## src/hw/rtl/sbmq_pkg.sv

```systemverilog
// ----------------------------------------------------------------------------
// Shared buffer multi-queue package
// Types, codes and default sizes shared by the multi-queue unit and its testbench.
// ----------------------------------------------------------------------------
package sbmq_pkg;

  // Default sizes of the shared store.
  localparam int ENTRIES_DEF    = 64;
  localparam int QUEUES_DEF     = 8;
  localparam int DATA_WIDTH_DEF = 32;

  // Operation codes carried in the command field.
  typedef enum logic {
    CMD_PUSH = 1'b0,
    CMD_POP  = 1'b1
  } command_t;

  // Result status codes.
  typedef enum logic [1:0] {
    STATUS_DONE      = 2'd0,
    STATUS_OVERFLOW  = 2'd1,
    STATUS_UNDERFLOW = 2'd2
  } status_t;

  // One input transaction.
  typedef struct packed {
    command_t           command;
    logic [2:0]         queue_number;
    logic signed [31:0] push_value;
  } op_t;

  // One result transaction.
  typedef struct packed {
    status_t            status;
    logic signed [31:0] pop_value;
  } result_t;

  // Sequencer states.
  typedef enum logic [2:0] {
    S_CLEAR,
    S_IDLE,
    S_PUSH,
    S_POP_RD,
    S_POP_WR
  } state_t;

endpackage

```

## src/hw/rtl/sbmq_ram.sv

```systemverilog
// ----------------------------------------------------------------------------
// Generic simple dual-port RAM
// One write port and one read port; the read data is registered.
// ----------------------------------------------------------------------------
module sbmq_ram #(
  parameter int WIDTH  = 8,
  parameter int DEPTH  = 16,
  parameter int ADDR_W = (DEPTH > 1) ? $clog2(DEPTH) : 1
) (
  input  logic              clk,
  input  logic              we,
  input  logic [ADDR_W-1:0] waddr,
  input  logic [WIDTH-1:0]  wdata,
  input  logic [ADDR_W-1:0] raddr,
  output logic [WIDTH-1:0]  rdata
);

  logic [WIDTH-1:0] mem [DEPTH];

  // Write port.
  always_ff @(posedge clk) begin
    if (we) begin
      mem[waddr] <= wdata;
    end
  end

  // Registered read port.
  always_ff @(posedge clk) begin
    rdata <= mem[raddr];
  end

endmodule

```

## src/hw/rtl/shared_buffer_multi_queue_unit.sv

```systemverilog
// ----------------------------------------------------------------------------
// Shared buffer multi-queue unit
// Several FIFO queues kept as linked lists in one shared entry store, with a
// free list threading all unused entries.
// ----------------------------------------------------------------------------
// A push passes S_PUSH and a pop S_POP_RD and S_POP_WR before done; a pop
// of an empty queue ends in S_POP_RD, and an overflow or a bad queue number
// is answered in S_IDLE. Busy drops with done, so the next transaction can
// start in the result cycle. The steps come from the dependent registered
// RAM reads and the single link RAM write port. After reset busy stays high
// while the link and queue RAMs are swept. Results cannot be stalled.
module shared_buffer_multi_queue_unit #(
  parameter int ENTRIES    = sbmq_pkg::ENTRIES_DEF,
  parameter int QUEUES     = sbmq_pkg::QUEUES_DEF,
  parameter int DATA_WIDTH = sbmq_pkg::DATA_WIDTH_DEF
) (
  input  logic              clk,
  input  logic              rst,
  input  logic              start,
  output logic              busy,
  input  sbmq_pkg::op_t     op,
  output logic              done,
  output sbmq_pkg::result_t result
);

  localparam int AW      = $clog2(ENTRIES);
  localparam int PW      = $clog2(ENTRIES + 1);
  localparam int QAW     = (QUEUES > 1) ? $clog2(QUEUES) : 1;
  localparam int CLR_LEN = (ENTRIES > QUEUES) ? ENTRIES : QUEUES;
  localparam int CW      = $clog2(CLR_LEN);
  localparam logic [PW-1:0] NIL = PW'(ENTRIES);

  // A pointer names an entry when it is below ENTRIES; anything else is null.
  function automatic logic is_entry(input logic [PW-1:0] p);
    is_entry = (p < NIL);
  endfunction

  sbmq_pkg::state_t  state, state_next;
  logic [PW-1:0]     free_head, free_head_next;
  logic [CW-1:0]     clr, clr_next;
  sbmq_pkg::op_t     op_reg;
  logic [PW-1:0]     pop_head, pop_tail;
  logic [PW-1:0]     pop_head_next, pop_tail_next;
  logic              done_next;
  sbmq_pkg::result_t result_next;
  logic              accept;

  // Link RAM ports.
  logic              link_we;
  logic [AW-1:0]     link_waddr, link_raddr;
  logic [PW-1:0]     link_wdata, link_rdata;

  // Queue RAM ports: each word holds {head, tail}.
  logic              q_we;
  logic [QAW-1:0]    q_waddr, q_raddr;
  logic [2*PW-1:0]   q_wdata, q_rdata;

  // Data RAM ports.
  logic                  data_we;
  logic [AW-1:0]         data_waddr, data_raddr;
  logic [DATA_WIDTH-1:0] data_wdata, data_rdata;

  logic [PW-1:0] rd_head, rd_tail, link_next_head;
  logic          q_ok;

  sbmq_ram #(.WIDTH(PW), .DEPTH(ENTRIES), .ADDR_W(AW)) u_link_ram (
    .clk   (clk),
    .we    (link_we),
    .waddr (link_waddr),
    .wdata (link_wdata),
    .raddr (link_raddr),
    .rdata (link_rdata)
  );

  sbmq_ram #(.WIDTH(2 * PW), .DEPTH(QUEUES), .ADDR_W(QAW)) u_queue_ram (
    .clk   (clk),
    .we    (q_we),
    .waddr (q_waddr),
    .wdata (q_wdata),
    .raddr (q_raddr),
    .rdata (q_rdata)
  );

  sbmq_ram #(.WIDTH(DATA_WIDTH), .DEPTH(ENTRIES), .ADDR_W(AW)) u_data_ram (
    .clk   (clk),
    .we    (data_we),
    .waddr (data_waddr),
    .wdata (data_wdata),
    .raddr (data_raddr),
    .rdata (data_rdata)
  );

  assign busy    = (state != sbmq_pkg::S_IDLE);
  assign accept  = start && !busy;
  assign q_ok    = (int'(op.queue_number) < QUEUES);
  assign rd_head = q_rdata[2*PW-1:PW];
  assign rd_tail = q_rdata[PW-1:0];

  // The tail's link is never kept up to date, so a pop of the last entry
  // is recognized by head equal to tail.
  assign link_next_head = ((pop_head == pop_tail) || !is_entry(link_rdata)) ?
                          NIL : link_rdata;

  // Control registers.
  always_ff @(posedge clk) begin
    if (rst) begin
      state     <= sbmq_pkg::S_CLEAR;
      free_head <= '0;
      clr       <= '0;
      done      <= 1'b0;
    end else begin
      state     <= state_next;
      free_head <= free_head_next;
      clr       <= clr_next;
      done      <= done_next;
    end
  end

  // Payload registers.
  always_ff @(posedge clk) begin
    if (accept) begin
      op_reg <= op;
    end
    pop_head <= pop_head_next;
    pop_tail <= pop_tail_next;
    result   <= result_next;
  end

  // Sequencer. RAM accesses never overlap: reads are issued only in the
  // accept cycle or the pop read cycle, writes only in the last or a clear cycle.
  always_comb begin
    state_next     = state;
    free_head_next = free_head;
    clr_next       = clr;
    pop_head_next  = pop_head;
    pop_tail_next  = pop_tail;
    done_next      = 1'b0;
    result_next    = result;

    link_we    = 1'b0;
    link_waddr = free_head[AW-1:0];
    link_wdata = NIL;
    link_raddr = free_head[AW-1:0];
    q_we       = 1'b0;
    q_waddr    = QAW'(op_reg.queue_number);
    q_wdata    = {NIL, NIL};
    q_raddr    = QAW'(op.queue_number);
    data_we    = 1'b0;
    data_waddr = free_head[AW-1:0];
    data_wdata = DATA_WIDTH'($unsigned(op_reg.push_value));
    data_raddr = pop_head[AW-1:0];

    case (state)
      // Build the initial free list and empty every queue.
      sbmq_pkg::S_CLEAR: begin
        link_we    = (int'(clr) < ENTRIES);
        link_waddr = AW'(clr);
        link_wdata = PW'(int'(clr) + 1);
        q_we       = (int'(clr) < QUEUES);
        q_waddr    = QAW'(clr);
        q_wdata    = {NIL, NIL};
        clr_next   = CW'(int'(clr) + 1);
        if (int'(clr) == CLR_LEN - 1) begin
          state_next = sbmq_pkg::S_IDLE;
        end
      end

      // Take a transaction; reject the ones decided by registers alone.
      sbmq_pkg::S_IDLE: begin
        if (accept) begin
          if (op.command == sbmq_pkg::CMD_PUSH) begin
            if (!q_ok || !is_entry(free_head)) begin
              done_next          = 1'b1;
              result_next.status = sbmq_pkg::STATUS_OVERFLOW;
              result_next.pop_value = '0;
            end else begin
              state_next = sbmq_pkg::S_PUSH;
            end
          end else begin
            if (!q_ok) begin
              done_next          = 1'b1;
              result_next.status = sbmq_pkg::STATUS_UNDERFLOW;
              result_next.pop_value = '0;
            end else begin
              state_next = sbmq_pkg::S_POP_RD;
            end
          end
        end
      end

      // Link the free-list head behind the tail, if any, and store the value.
      sbmq_pkg::S_PUSH: begin
        free_head_next = link_rdata;
        data_we        = 1'b1;
        q_we           = 1'b1;
        if (!is_entry(rd_head)) begin
          q_wdata = {free_head, free_head};
        end else begin
          q_wdata    = {rd_head, free_head};
          link_we    = 1'b1;
          link_waddr = rd_tail[AW-1:0];
          link_wdata = free_head;
        end
        done_next             = 1'b1;
        result_next.status    = sbmq_pkg::STATUS_DONE;
        result_next.pop_value = '0;
        state_next            = sbmq_pkg::S_IDLE;
      end

      // Check the queue and fetch the head's link and data.
      sbmq_pkg::S_POP_RD: begin
        if (!is_entry(rd_head)) begin
          done_next             = 1'b1;
          result_next.status    = sbmq_pkg::STATUS_UNDERFLOW;
          result_next.pop_value = '0;
          state_next            = sbmq_pkg::S_IDLE;
        end else begin
          link_raddr    = rd_head[AW-1:0];
          data_raddr    = rd_head[AW-1:0];
          pop_head_next = rd_head;
          pop_tail_next = rd_tail;
          state_next    = sbmq_pkg::S_POP_WR;
        end
      end

      // Unlink the head and return it to the front of the free list.
      sbmq_pkg::S_POP_WR: begin
        q_we           = 1'b1;
        q_wdata        = {link_next_head, pop_tail};
        link_we        = 1'b1;
        link_waddr     = pop_head[AW-1:0];
        link_wdata     = free_head;
        free_head_next = pop_head;
        done_next             = 1'b1;
        result_next.status    = sbmq_pkg::STATUS_DONE;
        result_next.pop_value = 32'($signed(data_rdata));
        state_next            = sbmq_pkg::S_IDLE;
      end

      default: begin
        state_next = sbmq_pkg::S_IDLE;
      end
    endcase
  end

endmodule

```

## config.mk

```make
export PLATFORM = sky130hd
export DESIGN_NAME = shared_buffer_multi_queue_unit
export DESIGN_NICKNAME = d
export VERILOG_FILES = /design/src/hw/rtl/sbmq_pkg.sv /design/src/hw/rtl/sbmq_ram.sv /design/src/hw/rtl/shared_buffer_multi_queue_unit.sv
export SDC_FILE = /design/constraint.sdc
export NUM_CORES = 2
export LEC_CHECK = 0
export ABC_AREA = 0
export CORE_ASPECT_RATIO = 0.7
export CORE_MARGIN = 2
export CORE_UTILIZATION = 46
export CTS_CLUSTER_SIZE = 25
export DETAILED_ROUTE_END_ITERATION = 12
export DONT_BUFFER_PORTS = 1
export MAX_ROUTING_LAYER = met4
export PLACE_DENSITY = 0.6
export SYNTH_ARGS = -nofsm -noshare
export SYNTH_HDL_FRONTEND = slang
export SYNTH_SLANG_ARGS = --single-unit
```

## constraint.sdc

```tcl
create_clock -name clk -period 5.5 [get_ports clk]
set_input_delay 1.1 -clock clk [delete_from_list [all_inputs] [get_ports clk]]
set_output_delay 1.1 -clock clk [all_outputs]
set_load 0.005 [all_outputs]
```

==> flow_metrics.env <==
export IMPL_r2r_worst_path_cells=8
export IMPL_dieArea_sq_um=235000
export IMPL_h_tree_depth=5
export IMPL_worstSetupStartpointType="register"
export IMPL_grt_pass1_wl_microns=414000
export IMPL_synth_flop_cell="edfxtp_1"
export IMPL_leakage_nw=38.4
export IMPL_core_area_sq_um=230000
export IMPL_die_w_microns=579
export IMPL_crit_fanout=56
export IMPL_area_growth_pct=12.7
export IMPL_numCtsBuffers=267
export IMPL_dr_pass1_iters=6
export IMPL_post_cts_buffers=0
export IMPL_cp_arrival_ps=5440
export IMPL_drc=0
export IMPL_grt_pass1_vias=57200
export IMPL_path_cells="and4bb_4 -> mux2i_4 -> buf_12 -> buf_12 -> mux4_2 -> a22oi_1 -> nand4_1 -> or4_1"
export IMPL_gr_total_overflow=0
export IMPL_layoutNonFillerInstCount=9781
export IMPL_min_path_cells=1
export IMPL_port_buffers=0
export IMPL_synth_fp_nets=6426
export IMPL_dr_first_iter_drc_count=9128
export IMPL_postRouteAntennaNets=0
export IMPL_synth_edf_count=2691
export IMPL_clkSinkCount=2761
export IMPL_top_register="u_data_ram.mem"
export IMPL_cts_resized_gates=0
export IMPL_dp_hpwl_microns=171000
export IMPL_hold_viol=0
export IMPL_syn_area_per_cell_sq_um=16.6
export IMPL_setup_viol=0
export IMPL_reg_top3="u_data_ram.mem (2048), u_link_ram.mem (448), u_queue_ram.mem (112)"
export IMPL_min_from="rst"
export IMPL_cts_hold_buf=0
export IMPL_rsz0062_at_grt="false"
export IMPL_cts_tree="yes"
export IMPL_end_kind="register"
export IMPL_synth_top_cell_by_area="edfxtp_1"
export IMPL_synth_top_area_share_pct=76.0
export IMPL_insertion_delay_ps=840
export IMPL_hold_class="primary input to register"
export IMPL_largest_reg_flops=2048
export IMPL_die_y_microns=406
export IMPL_r2r_start="state[1]"
export IMPL_worstPathRequired_ps=6180
export IMPL_fin_util_pct=52.2
export IMPL_synth_seq_area_share_pct=77.3
export IMPL_root_buffer="clkbuf_16"
export IMPL_cpMostUsedCell="buf_12"
export IMPL_synth_area_leaders="edfxtp_1 (76%), mux4_2 (7.1%), nand2_1 (4.4%)"
export IMPL_antenna_found_initial=14
export IMPL_ys_ff_latch=2761
export IMPL_ir_worst_vdd_mv=0.274
export IMPL_status="complete, no violations"
export IMPL_synthCells=6386
export IMPL_wl_per_cell_microns=29.6
export IMPL_row_count=147
export IMPL_powerDensity_nw_per_um2=345
export IMPL_slowest_stage="and4bb_4"
export IMPL_rrSetupSlack_ps=750
export IMPL_yosysMostFrequentCell="edfxtp_1"
export IMPL_globalplace_congestion=0.911
export IMPL_clockBufferDepth=4
export IMPL_nNetsFinal=6559
export IMPL_io_pins=75
export IMPL_timing_slew_headroom_pct=5.21
export IMPL_layout_min_cycle_time_ps=4750
export IMPL_synthArstFlopShare_pct=0
export IMPL_grt_max_degree=101
export IMPL_r2r_end="u_data_ram.rdata[20]"
export IMPL_post_route_period_util_pct=86.4
export IMPL_ys_top_cells_by_count="edfxtp_1 (2691), nand2_1 (1248), nand3_1 (642)"
export IMPL_routed_via_count=60200
export IMPL_ys_types=61
export IMPL_grt_use_total_pct=25.2
export IMPL_whs_endpoint="free_head[0]"
export IMPL_slew_viol_final=0
export IMPL_maxCapViolCount=0
export IMPL_path_class="register to register"
export IMPL_start_util_pct=46.3
export IMPL_fmax_mhz=210
export IMPL_synthesis_area_sq_um=106000
export IMPL_viasPerCell=6.15
export IMPL_finClkSkew_ps=54.6
export IMPL_drive_gt1_share_pct=16.0
export IMPL_tightest_slew_ps=1410
export IMPL_cts_clk_slew_worst_paths_ps=70
export IMPL_setup_tns_ps=0
export IMPL_placed_cells=9304
export IMPL_yosys_warnings=0
export IMPL_critPathMaxStageDelay_ps=760
export IMPL_totalWireLength_microns=289000
-- worst max-delay path by stage --
stage,startpoint,endpoint,slack [ps]
final,state[1],u_data_ram.rdata[20],750
after floorplan,clr[0],u_link_ram.mem[0][6],1070
after global routing,state[1],u_data_ram.rdata[20],590
after CTS,state[1],u_data_ram.rdata[20],800
after detailed placement,state[1],u_data_ram.rdata[20],830
after global placement,state[1],u_data_ram.rdata[20],860
-- worst max-delay path: cells and delay by family, from the launching register on --
kind                   cells  cell delay [ps]
flip-flops                 1              670
AO/OA/AOI/OAI              1              460
AND/OR/NAND/NOR            3             1650
multiplexers               2             1010
buffers and inverters      2              660
-- layout make-up --
class,count,area (sq um)
Timing Repair Buffer,223,1950
Multi-Input combinational cell,3260,23300
Fill cell,18300,110000
Clock inverter,104,942
Inverter,6,22.5
Tap cell,3054,3820
Antenna cell,6,15.0
Sequential cell,2761,82200
Clock buffer,367,7580
-- logic make-up (layout without fill, tap and decap cells) --
group / after synthesis / count (layout) / synth area share, %
multiplexers: 443 / 443 / 8.15
adder cells (fa/ha/maj): 1 / 1 / 0.0118
flip-flops: 2761 / 2761 / 77.3
XOR/XNOR: 15 / 15 / 0.124
buffers and inverters: 365 / 700 / 1.51
other: 0 / 6 / 0
AND/OR/NAND/NOR: 2327 / 2327 / 9.63
AO/OA/AOI/OAI: 474 / 474 / 3.24
-- power by group --
group / internal [mW] / switching (mW) / total [mW]
logic: 0.0722 / 0.193 / 0.266
clock network: 10.4 / 7.75 / 18.2
registers: 22.9 / 0.0707 / 22.9
-- stage by stage --
step                setup slack, ps  power (mW)  hold slack [ps]  instance area [sq um]
floorplan                      1070        23.5              386                 106000
global placement                859        23.6              505                 111000
detailed placement              831        23.7              489                 111000
CTS                             796        41.6              269                 120000
global route                    586        42.4              292                 120000
finish                          749        41.4              324                 120000
-- cells in the final DEF (no fill, tap or decap), types with 10 or more instances in the layout --
cell and instances:
buf_4 201, buf_12 22, clkbuf_8 20, and3_1 41
nand3_1 642, a22o_1 22, clkinv_1 34, dfxtp_1 69
or3_1 12, nor2_1 99, edfxtp_1 2691, nor3_1 23
or4_1 32, clkbuf_1 65, nand4_1 88, clkbuf_16 282
a211oi_1 23, o21ai_0 13, nand2_1 1247, a32oi_1 80
a31oi_1 69, mux4_2 333, bufinv_16 16, nor2_4 71
a22oi_1 116, a21oi_1 70, a221oi_1 10, mux2_2 27
mux2i_1 71, nor2b_1 15, clkinv_2 39
-- per-layer routing --
metal  GRT usage (%)  vias up  routed length (microns)
li1                -    25300                        -
met5               -        -                        0
met2            35.4     3318                   127000
met3            4.07      416                    29800
met1            38.5    31100                   126000
met4            5.83        0                     6240
(Power assumes the default switching activity.)
